## src/rtl/core/idr_pkg.sv

```systemverilog
`default_nettype none
package idr_pkg;

	localparam int OpW     = 2;
	localparam int WordW   = 32;
	localparam int ConstW  = 24;
	localparam int CodeW   = 6;
	localparam int StatusW = 2;
	localparam int PaddrW  = 3;
	localparam int PdataW  = 32;
	localparam int NibW    = 4;

	localparam logic [OpW-1:0] OP_DECODE   = 2'd0;
	localparam logic [OpW-1:0] OP_REPLACE  = 2'd1;
	localparam logic [OpW-1:0] OP_RELOCATE = 2'd2;

	localparam logic [0:0] REG_RELOCATION_BASE = 1'b0;

	localparam logic [NibW-1:0] TOP_GRP0 = 4'h0;
	localparam logic [NibW-1:0] TOP_GRP1 = 4'h1;
	localparam logic [NibW-1:0] MID_ALU_C = 4'hC;
	localparam logic [NibW-1:0] MID_ALU_D = 4'hD;
	localparam logic [NibW-1:0] MID_ALU_E = 4'hE;
	localparam logic [NibW-1:0] MID_ALU_F = 4'hF;

	localparam logic [CodeW-1:0] CODE_NONE = 6'd0;
	localparam logic [CodeW-1:0] CODE_CALL = 6'd38;
	localparam logic [CodeW-1:0] CODE_LD   = 6'd39;
	localparam logic [CodeW-1:0] CODE_ST   = 6'd40;
	localparam logic [CodeW-1:0] CODE_BZ   = 6'd41;
	localparam logic [CodeW-1:0] CODE_BNZ  = 6'd42;
	localparam logic [CodeW-1:0] CODE_MVIA = 6'd43;

	typedef enum logic [StatusW-1:0] {
		STATUS_OK       = 2'd0,
		STATUS_UNKNOWN  = 2'd1,
		STATUS_NO_CONST = 2'd2,
		STATUS_OVERFLOW = 2'd3
	} status_t;

	typedef struct packed {
		logic [CodeW-1:0]  opcode_code;
		logic [ConstW-1:0] constant_value;
		logic [WordW-1:0]  out_word;
		status_t           status;
	} idr_result_t;

	function automatic logic [CodeW-1:0] grp0_lut(input logic [NibW-1:0] mid);
		logic [CodeW-1:0] r;
		case (mid)
			4'h0: r = 6'd0;
			4'h1: r = 6'd1;
			4'h2: r = 6'd2;
			4'h3: r = 6'd3;
			4'h4: r = 6'd4;
			4'h5: r = 6'd5;
			4'h6: r = 6'd6;
			4'h7: r = 6'd7;
			4'h8: r = 6'd9;
			4'h9: r = 6'd8;
			4'hA: r = 6'd10;
			4'hB: r = 6'd11;
			default: r = CODE_NONE;
		endcase
		return r;
	endfunction

	function automatic logic [CodeW-1:0] alu_c_lut(input logic [NibW-1:0] inner);
		logic [CodeW-1:0] r;
		case (inner)
			4'h0: r = 6'd12;
			4'h1: r = 6'd13;
			4'h6: r = 6'd14;
			4'h7: r = 6'd15;
			4'h8: r = 6'd16;
			4'h9: r = 6'd17;
			4'hA: r = 6'd18;
			4'hB: r = 6'd19;
			4'hC: r = 6'd20;
			4'hD: r = 6'd21;
			default: r = CODE_NONE;
		endcase
		return r;
	endfunction

	function automatic logic [CodeW-1:0] alu_d_lut(input logic [NibW-1:0] inner);
		logic [CodeW-1:0] r;
		case (inner)
			4'h2: r = 6'd22;
			4'h3: r = 6'd23;
			4'h4: r = 6'd24;
			4'h5: r = 6'd25;
			default: r = CODE_NONE;
		endcase
		return r;
	endfunction

	function automatic logic [CodeW-1:0] alu_e_lut(input logic [NibW-1:0] inner);
		logic [CodeW-1:0] r;
		case (inner)
			4'h0: r = 6'd26;
			4'h1: r = 6'd27;
			4'h2: r = 6'd28;
			4'h3: r = 6'd29;
			4'h4: r = 6'd30;
			4'h5: r = 6'd31;
			default: r = CODE_NONE;
		endcase
		return r;
	endfunction

	function automatic logic [CodeW-1:0] alu_f_lut(input logic [NibW-1:0] inner);
		logic [CodeW-1:0] r;
		case (inner)
			4'h0: r = 6'd32;
			4'h3: r = 6'd33;
			default: r = CODE_NONE;
		endcase
		return r;
	endfunction

	function automatic logic [CodeW-1:0] grp1_lut(input logic [NibW-1:0] mid);
		logic [CodeW-1:0] r;
		case (mid)
			4'h0: r = 6'd34;
			4'h1: r = 6'd35;
			4'h2: r = 6'd36;
			4'h3: r = 6'd37;
			default: r = CODE_NONE;
		endcase
		return r;
	endfunction

	function automatic logic [CodeW-1:0] top_lut(input logic [NibW-1:0] top);
		logic [CodeW-1:0] r;
		case (top)
			4'h8: r = CODE_CALL;
			4'h9: r = CODE_LD;
			4'hA: r = CODE_ST;
			4'hB: r = CODE_BZ;
			4'hC: r = CODE_BNZ;
			4'hD: r = CODE_MVIA;
			4'hE: r = 6'd44;
			default: r = CODE_NONE;
		endcase
		return r;
	endfunction

endpackage
`default_nettype wire

```

## src/rtl/core/idr_apb_regs.sv

```systemverilog
`default_nettype none
module idr_apb_regs (
	input  wire logic                       clk,
	input  wire logic                       arst_n,
	input  wire logic                       psel,
	input  wire logic                       penable,
	input  wire logic                       pwrite,
	input  wire logic [idr_pkg::PaddrW-1:0] paddr,
	input  wire logic [idr_pkg::PdataW-1:0] pwdata,
	output logic      [idr_pkg::PdataW-1:0] prdata,
	output logic                            pready,
	output logic      [idr_pkg::ConstW-1:0] relocation_base
);
	import idr_pkg::*;

	logic [ConstW-1:0] base_q;
	logic              wr_en;
	logic [0:0]        reg_idx;

	assign pready  = 1'b1;
	assign reg_idx = paddr[2:2];
	assign wr_en   = psel && penable && pwrite && pready;

	always_ff @(posedge clk or negedge arst_n) begin
		if (!arst_n) begin
			base_q <= '0;
		end else if (wr_en && (reg_idx == REG_RELOCATION_BASE)) begin
			base_q <= pwdata[ConstW-1:0];
		end
	end

	always_comb begin
		prdata = '0;
		if (reg_idx == REG_RELOCATION_BASE) begin
			prdata = {{(PdataW-ConstW){1'b0}}, base_q};
		end
	end

	assign relocation_base = base_q;

endmodule
`default_nettype wire

```

## src/rtl/core/idr_decode.sv

```systemverilog
`default_nettype none
module idr_decode (
	input  wire logic [idr_pkg::OpW-1:0]    op,
	input  wire logic [idr_pkg::WordW-1:0]  instr_word,
	input  wire logic [idr_pkg::ConstW-1:0] new_constant,
	input  wire logic [idr_pkg::ConstW-1:0] relocation_base,
	output idr_pkg::idr_result_t            result
);
	import idr_pkg::*;

	logic [NibW-1:0]   top, mid, inner;
	logic [CodeW-1:0]  code;
	logic              has_const;
	logic [ConstW-1:0] orig_c;
	logic [ConstW-1:0] wr_c;
	logic [ConstW:0]   sum;
	logic [WordW-1:0]  put_w;
	logic              do_write;
	logic              ovf;

	assign top   = instr_word[31:28];
	assign mid   = instr_word[27:24];
	assign inner = instr_word[23:20];

	always_comb begin
		if (top == TOP_GRP0) begin
			case (mid)
				MID_ALU_C: code = alu_c_lut(inner);
				MID_ALU_D: code = alu_d_lut(inner);
				MID_ALU_E: code = alu_e_lut(inner);
				MID_ALU_F: code = alu_f_lut(inner);
				default:   code = grp0_lut(mid);
			endcase
		end else if (top == TOP_GRP1) begin
			code = grp1_lut(mid);
		end else begin
			code = top_lut(top);
		end
	end

	assign has_const = (code >= CODE_CALL) && (code <= CODE_MVIA);

	always_comb begin
		case (code)
			CODE_ST:            orig_c = {instr_word[27:8], instr_word[3:0]};
			CODE_BZ, CODE_BNZ:  orig_c = {instr_word[27:24], instr_word[19:0]};
			default:            orig_c = instr_word[27:4];
		endcase
	end

	assign sum = {1'b0, orig_c} + {1'b0, relocation_base};

	always_comb begin
		case (op)
			OP_REPLACE: begin
				wr_c     = new_constant;
				do_write = 1'b1;
				ovf      = 1'b0;
			end
			OP_RELOCATE: begin
				wr_c     = sum[ConstW-1:0];
				do_write = !sum[ConstW];
				ovf      = sum[ConstW];
			end
			default: begin
				wr_c     = orig_c;
				do_write = 1'b0;
				ovf      = 1'b0;
			end
		endcase
	end

	always_comb begin
		case (code)
			CODE_ST: put_w = {instr_word[31:28], wr_c[23:4], instr_word[7:4], wr_c[3:0]};
			CODE_BZ, CODE_BNZ:
				put_w = {instr_word[31:28], wr_c[23:20], instr_word[23:20], wr_c[19:0]};
			default: put_w = {instr_word[31:28], wr_c, instr_word[3:0]};
		endcase
	end

	always_comb begin
		result.opcode_code    = code;
		result.constant_value = '0;
		result.out_word       = instr_word;
		result.status         = STATUS_OK;
		if (code == CODE_NONE) begin
			result.status = STATUS_UNKNOWN;
		end else if (!has_const) begin
			result.status = STATUS_NO_CONST;
		end else if (ovf) begin
			result.constant_value = orig_c;
			result.status         = STATUS_OVERFLOW;
		end else if (do_write) begin
			result.constant_value = wr_c;
			result.out_word       = put_w;
		end else begin
			result.constant_value = orig_c;
		end
	end

endmodule
`default_nettype wire

```

## src/rtl/core/instruction_decode_and_relocate_unit.sv

```systemverilog
// Decodes one 32-bit instruction word per request into a mnemonic code and,
// for CALL, LD, ST, BZ, BNZ and MVIA, reads, replaces or relocates the
// scattered 24-bit constant. Two register stages: the request is captured,
// then decode, constant shuffle and the 24-bit base add settle combinationally
// into the result register, which holds a result until it is taken. One
// request is taken every cycle while the output is not stalled.
// relocation_base sits at byte address 0 of the APB port and should only be
// written while no request is in flight.
`default_nettype none
module instruction_decode_and_relocate_unit (
	input  wire logic                        clk,
	input  wire logic                        arst_n,
	input  wire logic                        psel,
	input  wire logic                        penable,
	input  wire logic                        pwrite,
	input  wire logic [idr_pkg::PaddrW-1:0]  paddr,
	input  wire logic [idr_pkg::PdataW-1:0]  pwdata,
	output logic      [idr_pkg::PdataW-1:0]  prdata,
	output logic                             pready,
	input  wire logic                        in_valid,
	output logic                             in_stall,
	input  wire logic [idr_pkg::OpW-1:0]     op,
	input  wire logic [idr_pkg::WordW-1:0]   instr_word,
	input  wire logic [idr_pkg::ConstW-1:0]  new_constant,
	output logic                             out_valid,
	input  wire logic                        out_stall,
	output logic      [idr_pkg::CodeW-1:0]   opcode_code,
	output logic      [idr_pkg::ConstW-1:0]  constant_value,
	output logic      [idr_pkg::WordW-1:0]   out_word,
	output logic      [idr_pkg::StatusW-1:0] status
);
	import idr_pkg::*;

	logic              valid_s1;
	logic [OpW-1:0]    op_s1;
	logic [WordW-1:0]  word_s1;
	logic [ConstW-1:0] newc_s1;
	logic              valid_s2;
	idr_result_t       res_s2;
	idr_result_t       res_d;
	logic [ConstW-1:0] base;
	logic              adv_s1, adv_s2;

	idr_apb_regs u_regs (
		.clk             (clk),
		.arst_n          (arst_n),
		.psel            (psel),
		.penable         (penable),
		.pwrite          (pwrite),
		.paddr           (paddr),
		.pwdata          (pwdata),
		.prdata          (prdata),
		.pready          (pready),
		.relocation_base (base)
	);

	idr_decode u_decode (
		.op              (op_s1),
		.instr_word      (word_s1),
		.new_constant    (newc_s1),
		.relocation_base (base),
		.result          (res_d)
	);

	assign adv_s2   = !valid_s2 || !out_stall;
	assign adv_s1   = !valid_s1 || adv_s2;
	assign in_stall = !adv_s1;

	always_ff @(posedge clk or negedge arst_n) begin
		if (!arst_n) begin
			valid_s1 <= 1'b0;
			valid_s2 <= 1'b0;
		end else begin
			if (adv_s1) begin
				valid_s1 <= in_valid;
			end
			if (adv_s2) begin
				valid_s2 <= valid_s1;
			end
		end
	end

	always_ff @(posedge clk) begin
		if (adv_s1 && in_valid) begin
			op_s1   <= op;
			word_s1 <= instr_word;
			newc_s1 <= new_constant;
		end
		if (adv_s2 && valid_s1) begin
			res_s2 <= res_d;
		end
	end

	assign out_valid      = valid_s2;
	assign opcode_code    = res_s2.opcode_code;
	assign constant_value = res_s2.constant_value;
	assign out_word       = res_s2.out_word;
	assign status         = res_s2.status;

	a_stall_needs_s1: assert property (@(posedge clk) disable iff (!arst_n)
		in_stall |-> (valid_s1 && valid_s2 && out_stall))
		else $error("input stalled without a full pipeline");

	a_s1_moves: assert property (@(posedge clk) disable iff (!arst_n)
		(valid_s1 && adv_s2) |=> valid_s2)
		else $error("request lost between stages");

	a_ok_has_const: assert property (@(posedge clk) disable iff (!arst_n)
		(out_valid && (res_s2.status == STATUS_OK)) |->
		((res_s2.opcode_code >= CODE_CALL) && (res_s2.opcode_code <= CODE_MVIA)))
		else $error("ok status on an opcode without constant");

	a_unknown_clean: assert property (@(posedge clk) disable iff (!arst_n)
		(out_valid && (res_s2.status == STATUS_UNKNOWN)) |->
		((res_s2.opcode_code == CODE_NONE) && (res_s2.constant_value == '0)))
		else $error("unrecognised word with code or constant");

endmodule
`default_nettype wire

```

## config.mk

```make
export PLATFORM = sky130hd
export DESIGN_NAME = instruction_decode_and_relocate_unit
export DESIGN_NICKNAME = d
export VERILOG_FILES = /design/src/rtl/core/idr_pkg.sv /design/src/rtl/core/idr_apb_regs.sv /design/src/rtl/core/idr_decode.sv /design/src/rtl/core/instruction_decode_and_relocate_unit.sv
export SDC_FILE = /design/constraint.sdc
export NUM_CORES = 1
export LEC_CHECK = 0
export BUFFER_PORTS_ARGS = -buffer_cell sky130_fd_sc_hd__buf_4
export CORE_UTILIZATION = 55
export DETAILED_ROUTE_END_ITERATION = 8
export PLACE_DENSITY_LB_ADDON = 0.2
export SLEW_MARGIN = 5
export SYNTH_ARGS = -nofsm -noshare
export SYNTH_HDL_FRONTEND = slang
export SYNTH_SLANG_ARGS = --single-unit
```

## constraint.sdc

```tcl
create_clock -name clk -period 6.6 [get_ports clk]
set_input_delay 1.65 -clock clk [delete_from_list [all_inputs] [get_ports clk]]
set_output_delay 1.65 -clock clk [all_outputs]
set_load 0.005 [all_outputs]
```

# After elaboration in Yosys (flattened, before gate mapping)
# Memories as Yosys holds them, arrays and structs flattened. A register that Yosys moved wholly into a read port is not among the register bits.
# Index checks and enable logic that the tools add are counted.
# totals
mem_bits_ro	144
input_bits	100
register_bits	148
output_inout_bits	99
n_memories	2
# mem_list
memory	depth	width	rd	rd_ports_with_merged_regs	write_ports	line_no	text
(name not given)	16	5	1	1	0	idr_pkg.sv:70	case (inner)
(name not given)	16	4	1	1	0	idr_pkg.sv:50	case (mid)
# classes
eq_ne	25
bitwise_logic	2
order_cmp	2
add_sub_neg	1
muxes	24
reduce_logical	19
# ops
cell	count
2-to-1 mux 28 bit	4
one-hot mux 24 bit (2 select lines)	2
2-to-1 mux 24 bit	3
one-hot mux 6 bit (4 select lines)	2
equality test 4 bit, second input constant	11
one-hot mux 6 bit (7 select lines)	1
one-hot mux 20 bit (2 select lines)	1
one-hot mux 5 bit (6 select lines)	1
adder 24 x 24 -> 25 bit	1
one-hot mux 5 bit (4 select lines)	1
equality test 6 bit, second input constant	3
equality test 4 x 2 -> 1 bit, second input constant	4
equality test 4 x 1 -> 1 bit, second input constant	3
logical NOT 4 bit	3
2-to-1 mux 6 bit	2
one-hot mux 6 bit (2 select lines)	1
equality test 4 x 3 -> 1 bit, second input constant	2
2-to-1 mux 4 bit	2
>= comparator 6 bit, second input constant	1
<= comparator 6 bit, second input constant	1
logical AND 1 bit	6
logical NOT 6 bit	1
logical NOT 1 bit	5
2-to-1 mux 2 bit	2
other kinds (7)	10

# Depth between registers and ports, before layout
# depth
word_depth	14
mapped_depth	21
depth_no_buf	16

# By module
# Synthesis repeated with hierarchy kept, for this count alone.
# hier_totals
hier_cells	694
area_unflattened_um2	8418.1
# modules_own_cells
mod	area_per_inst_um2	cells_each	instances	seq_area_each_um2
instruction_decode_and_relocate_unit	3756.1	130	1	3713.6
idr_decode	3434.5	476	1	0.0
idr_apb_regs	1227.4	88	1	600.6

# Least setup slack after synthesis
# OpenSTA, ideal clock, no wires.
# synth_timing
path_type	input to register
start	in out_stall
end	reg res_s2, in the netlist constant_value[0], enable pin
t_required_ps	6016
setup_time_ps	584
n_path_buf	0
t_arrival_ps	6291
setup_slack_ps	-275
stages	1
path_cell_list	a21boi_0
# synth_between
elab_chain_cells	3
# synth_lines
item	line_no	text
start, declared	instruction_decode_and_relocate_unit.sv:26	input wire logic out_stall,
logical NOT 1 bit	instruction_decode_and_relocate_unit.sv:65	assign adv_s2 = !valid_s2 || !out_stall;
logical OR 1 bit	instruction_decode_and_relocate_unit.sv:65	
logical AND 1 bit	instruction_decode_and_relocate_unit.sv:89	if (adv_s2 && valid_s1) begin
end signal, assigned	instruction_decode_and_relocate_unit.sv:90	res_s2 <= res_d;
end, declared	instruction_decode_and_relocate_unit.sv:39	idr_result_t res_s2;
# No other way between the ends.
# A chain may end at the register's enable or synchronous reset.

==> out/results.ini <==
[run_status]
status = finished, final reports clean

[timing]
slew_viol_final = 0
fmax_mhz = 168.8
final.period_utilization_pct = 89.74
fin_skew_ns = 0.01153
setup-violations-final = 0
worst_hold_slack_ns = 0.4994
layout_setup_ws_ns = 0.6774
hold_violations = 0
worst_pin_slew_ns = 1.233
period_minus_slack_ns = 5.923
rsz0062_at_grt = no
tns_ns = 0
slew-limit-headroom_pct = 17.36

[logic_synthesis]
yosys_warnings = 0
synth.area.top_cells = edfxtp_1, dfrtp_1, mux2_2, ha_1, nand2_1
syn_inst = 765
ys_seq_area_share_pct = 52.17
synth_seq_cells = 157
avgSynthCellArea_um2 = 11.26
synth_edf_count = 122
synth_top_cell_area_share_pct = 42.53
yosys_most_used_dff = edfxtp_1
yosysTopAreaCell = edfxtp_1
async_flop_share_pct = 16.56
synth_cell_types = 80
syn_area_mm2 = 0.008615

[setup_path]
worstSetupEndpointType = register
crit_arrival_ns = 6.09
critPathMaxFanout = 14
cp.required_ns = 6.77
worstRegToRegCells = 17
cp-start-kind = register
r2r_slack_ns = 0.68
worstSetupPathType = reg -> reg

[finish]
final_area_mm2 = 0.01068
final_nets = 1065
drive_gt1_share_pct = 30.13
final_cells = 1157
fillerInstances = 1127
syn2layout_area_growth_pct = 23.95
diodes = 0

[worst_hold_path]
hold_depth = 1
hp-class = reg -> reg

[placement]
dp_cells = 1125
hpwl_um = 17070
dpl_worst_slack_ns = 0.7789
placed_area_mm2 = 0.01007
portBuffers = 179
place_congestion = 0.9076

[clock_network]
clock_latency_ns = 0.43
post_cts_resized = 0
ctsHoldBuffers = 0
clockBufferDepth = 2
clk_pin_slew_ns = 0.06
numClockSinks = 157
cts_tree = built
root_buffer = clkbuf_16
cts_buffers = 17
postCtsSetupRepairBufs = 0
htreeDepth = 4

[routing]
via_per_inst = 6.016
dr.pass1.iters = 8
vias = 6960
drtIter0Drc = 832
routed_wl_um = 23290
ant_nets = 0
wl_per_cell_um = 20.13
drc = 0

[power_and_ir_drop]
peakVddDrop_mv = 0.2054
leakagePower_uw = 0.004483
power_density_mw_per_mm2 = 288.4

[run]
cap_violations = 0

[floorplan]
boundaryPins = 199
core_mm2 = 0.01526
die_h_um = 127.2
num_rows = 45
dieArea_mm2 = 0.01617
initial_core_util_pct = 56.46
die_w_um = 127.2

[global_routing]
grt_max_degree = 65
antenna_found_initial = 0
globalRouteTotalUtil_pct = 29.16
overflow = 0
grt_pass1_wl_um = 35490
grt_pass1_vias = 6587

-- registers in the layout, summed over array words and instances (netlist names), named ones only --
register / flops
out_word: 32
word_s1: 32
constant_value: 24
newc_s1: 24
u_regs.relocation_base: 24
opcode_code: 6
op_s1: 2
status: 2
out_valid: 1
valid_s1: 1
-- final timing paths --
kind | from | endpoint
max | word_s1[24] | out_word[6]
min | valid_s1 | out_valid
max reg2reg | word_s1[24] | out_word[6]
min reg2reg | valid_s1 | out_valid
max in group asynchronous | arst_n | u_regs.relocation_base[18]
min in group asynchronous | arst_n | valid_s1
-- layout by cell type (no fill, tap or decap), drive strengths merged, types with 29 or more instances in the layout --
cell type | netlist | layout
a21oi | 40 | 40
ha | 31 | 31
mux2 | 49 | 49
o21ai | 38 | 38
edfxtp | 122 | 122
buf | 23 | 187
nor2 | 60 | 60
nand2 | 70 | 70
clkbuf | 22 | 29
-- cell type report --
class                           instances  area [µm²]  share of cell area (%)
Clock inverter                          3       18.77                  0.1758
Sequential cell                       157        4494                   42.09
Multi-Input combinational cell        547        3826                   35.83
Tap cell                              211       264.0                   2.472
Timing Repair Buffer                  187        1404                   13.15
Inverter                               23       86.33                  0.8085
Clock buffer                           29       584.3                   5.472
-- logic make-up (layout without fill, tap and decap cells) --
group	after synthesis	after routing	share of synthesized area [%]
XOR/XNOR	18	18	1.830
multiplexers	59	59	7.567
flip-flops	157	157	52.17
buffers and inverters	68	242	3.892
AO/OA/AOI/OAI	196	196	16.19
other	2	9	0.08718
AND/OR/NAND/NOR	233	233	13.52
adder cells (fa/ha/maj)	32	32	4.735
-- power by group --
| part | switching (µW) | internal [µW] | total (µW) |
|---|---|---|---|
| combinational | 448 | 374 | 822 |
| sequential | 76.7 | 1190 | 1260 |
| clock | 393 | 601 | 993 |
| total | 918 | 2160 | 3080 |
-- worst max-delay path, stage by stage (launching register included) --
cell and delay, ns:
edfxtp_1 0.69, nor2_1 0.25, nor4_1 0.28, a221oi_1 0.13, o21ai_0 0.36, a21o_1 0.50, mux2_2 0.45, ha_1 0.24
fa_1 0.41, a21o_1 0.20, and3_1 0.23, o2111ai_1 0.40, and3_4 0.29, o211a_1 0.17, nor2_1 0.14, buf_4 0.22
a311o_1 0.39, a22o_1 0.28
-- synthesized netlist by cell type (all sizes together), types with 15 or more instances --
cell type  number
nand2          70
nor2b          26
mux2           49
a21o           15
buf            23
ha             31
edfxtp        122
a21oi          40
nor2           60
nand3          18
dfrtp          26
inv            22
clkbuf         22
o21ai          38
-- through the flow --
step                      total power, µW  utilization [%]
after floorplan                      1794                -
after global placement               2061            66.03
after detailed placement             2085            66.03
after CTS                            3073            69.98
after global routing                 3205            69.98
final                                3079            69.98
-- per-layer routing --
metal,routed length (µm),vias to the layer above,GRT usage [%]
met5,0,-,0
met4,387,0,7.423
met3,2322,39,8.375
met1,10020,3358,40.53
met2,10560,386,45.12
li1,-,3177,-
(Power assumes the default switching activity.)
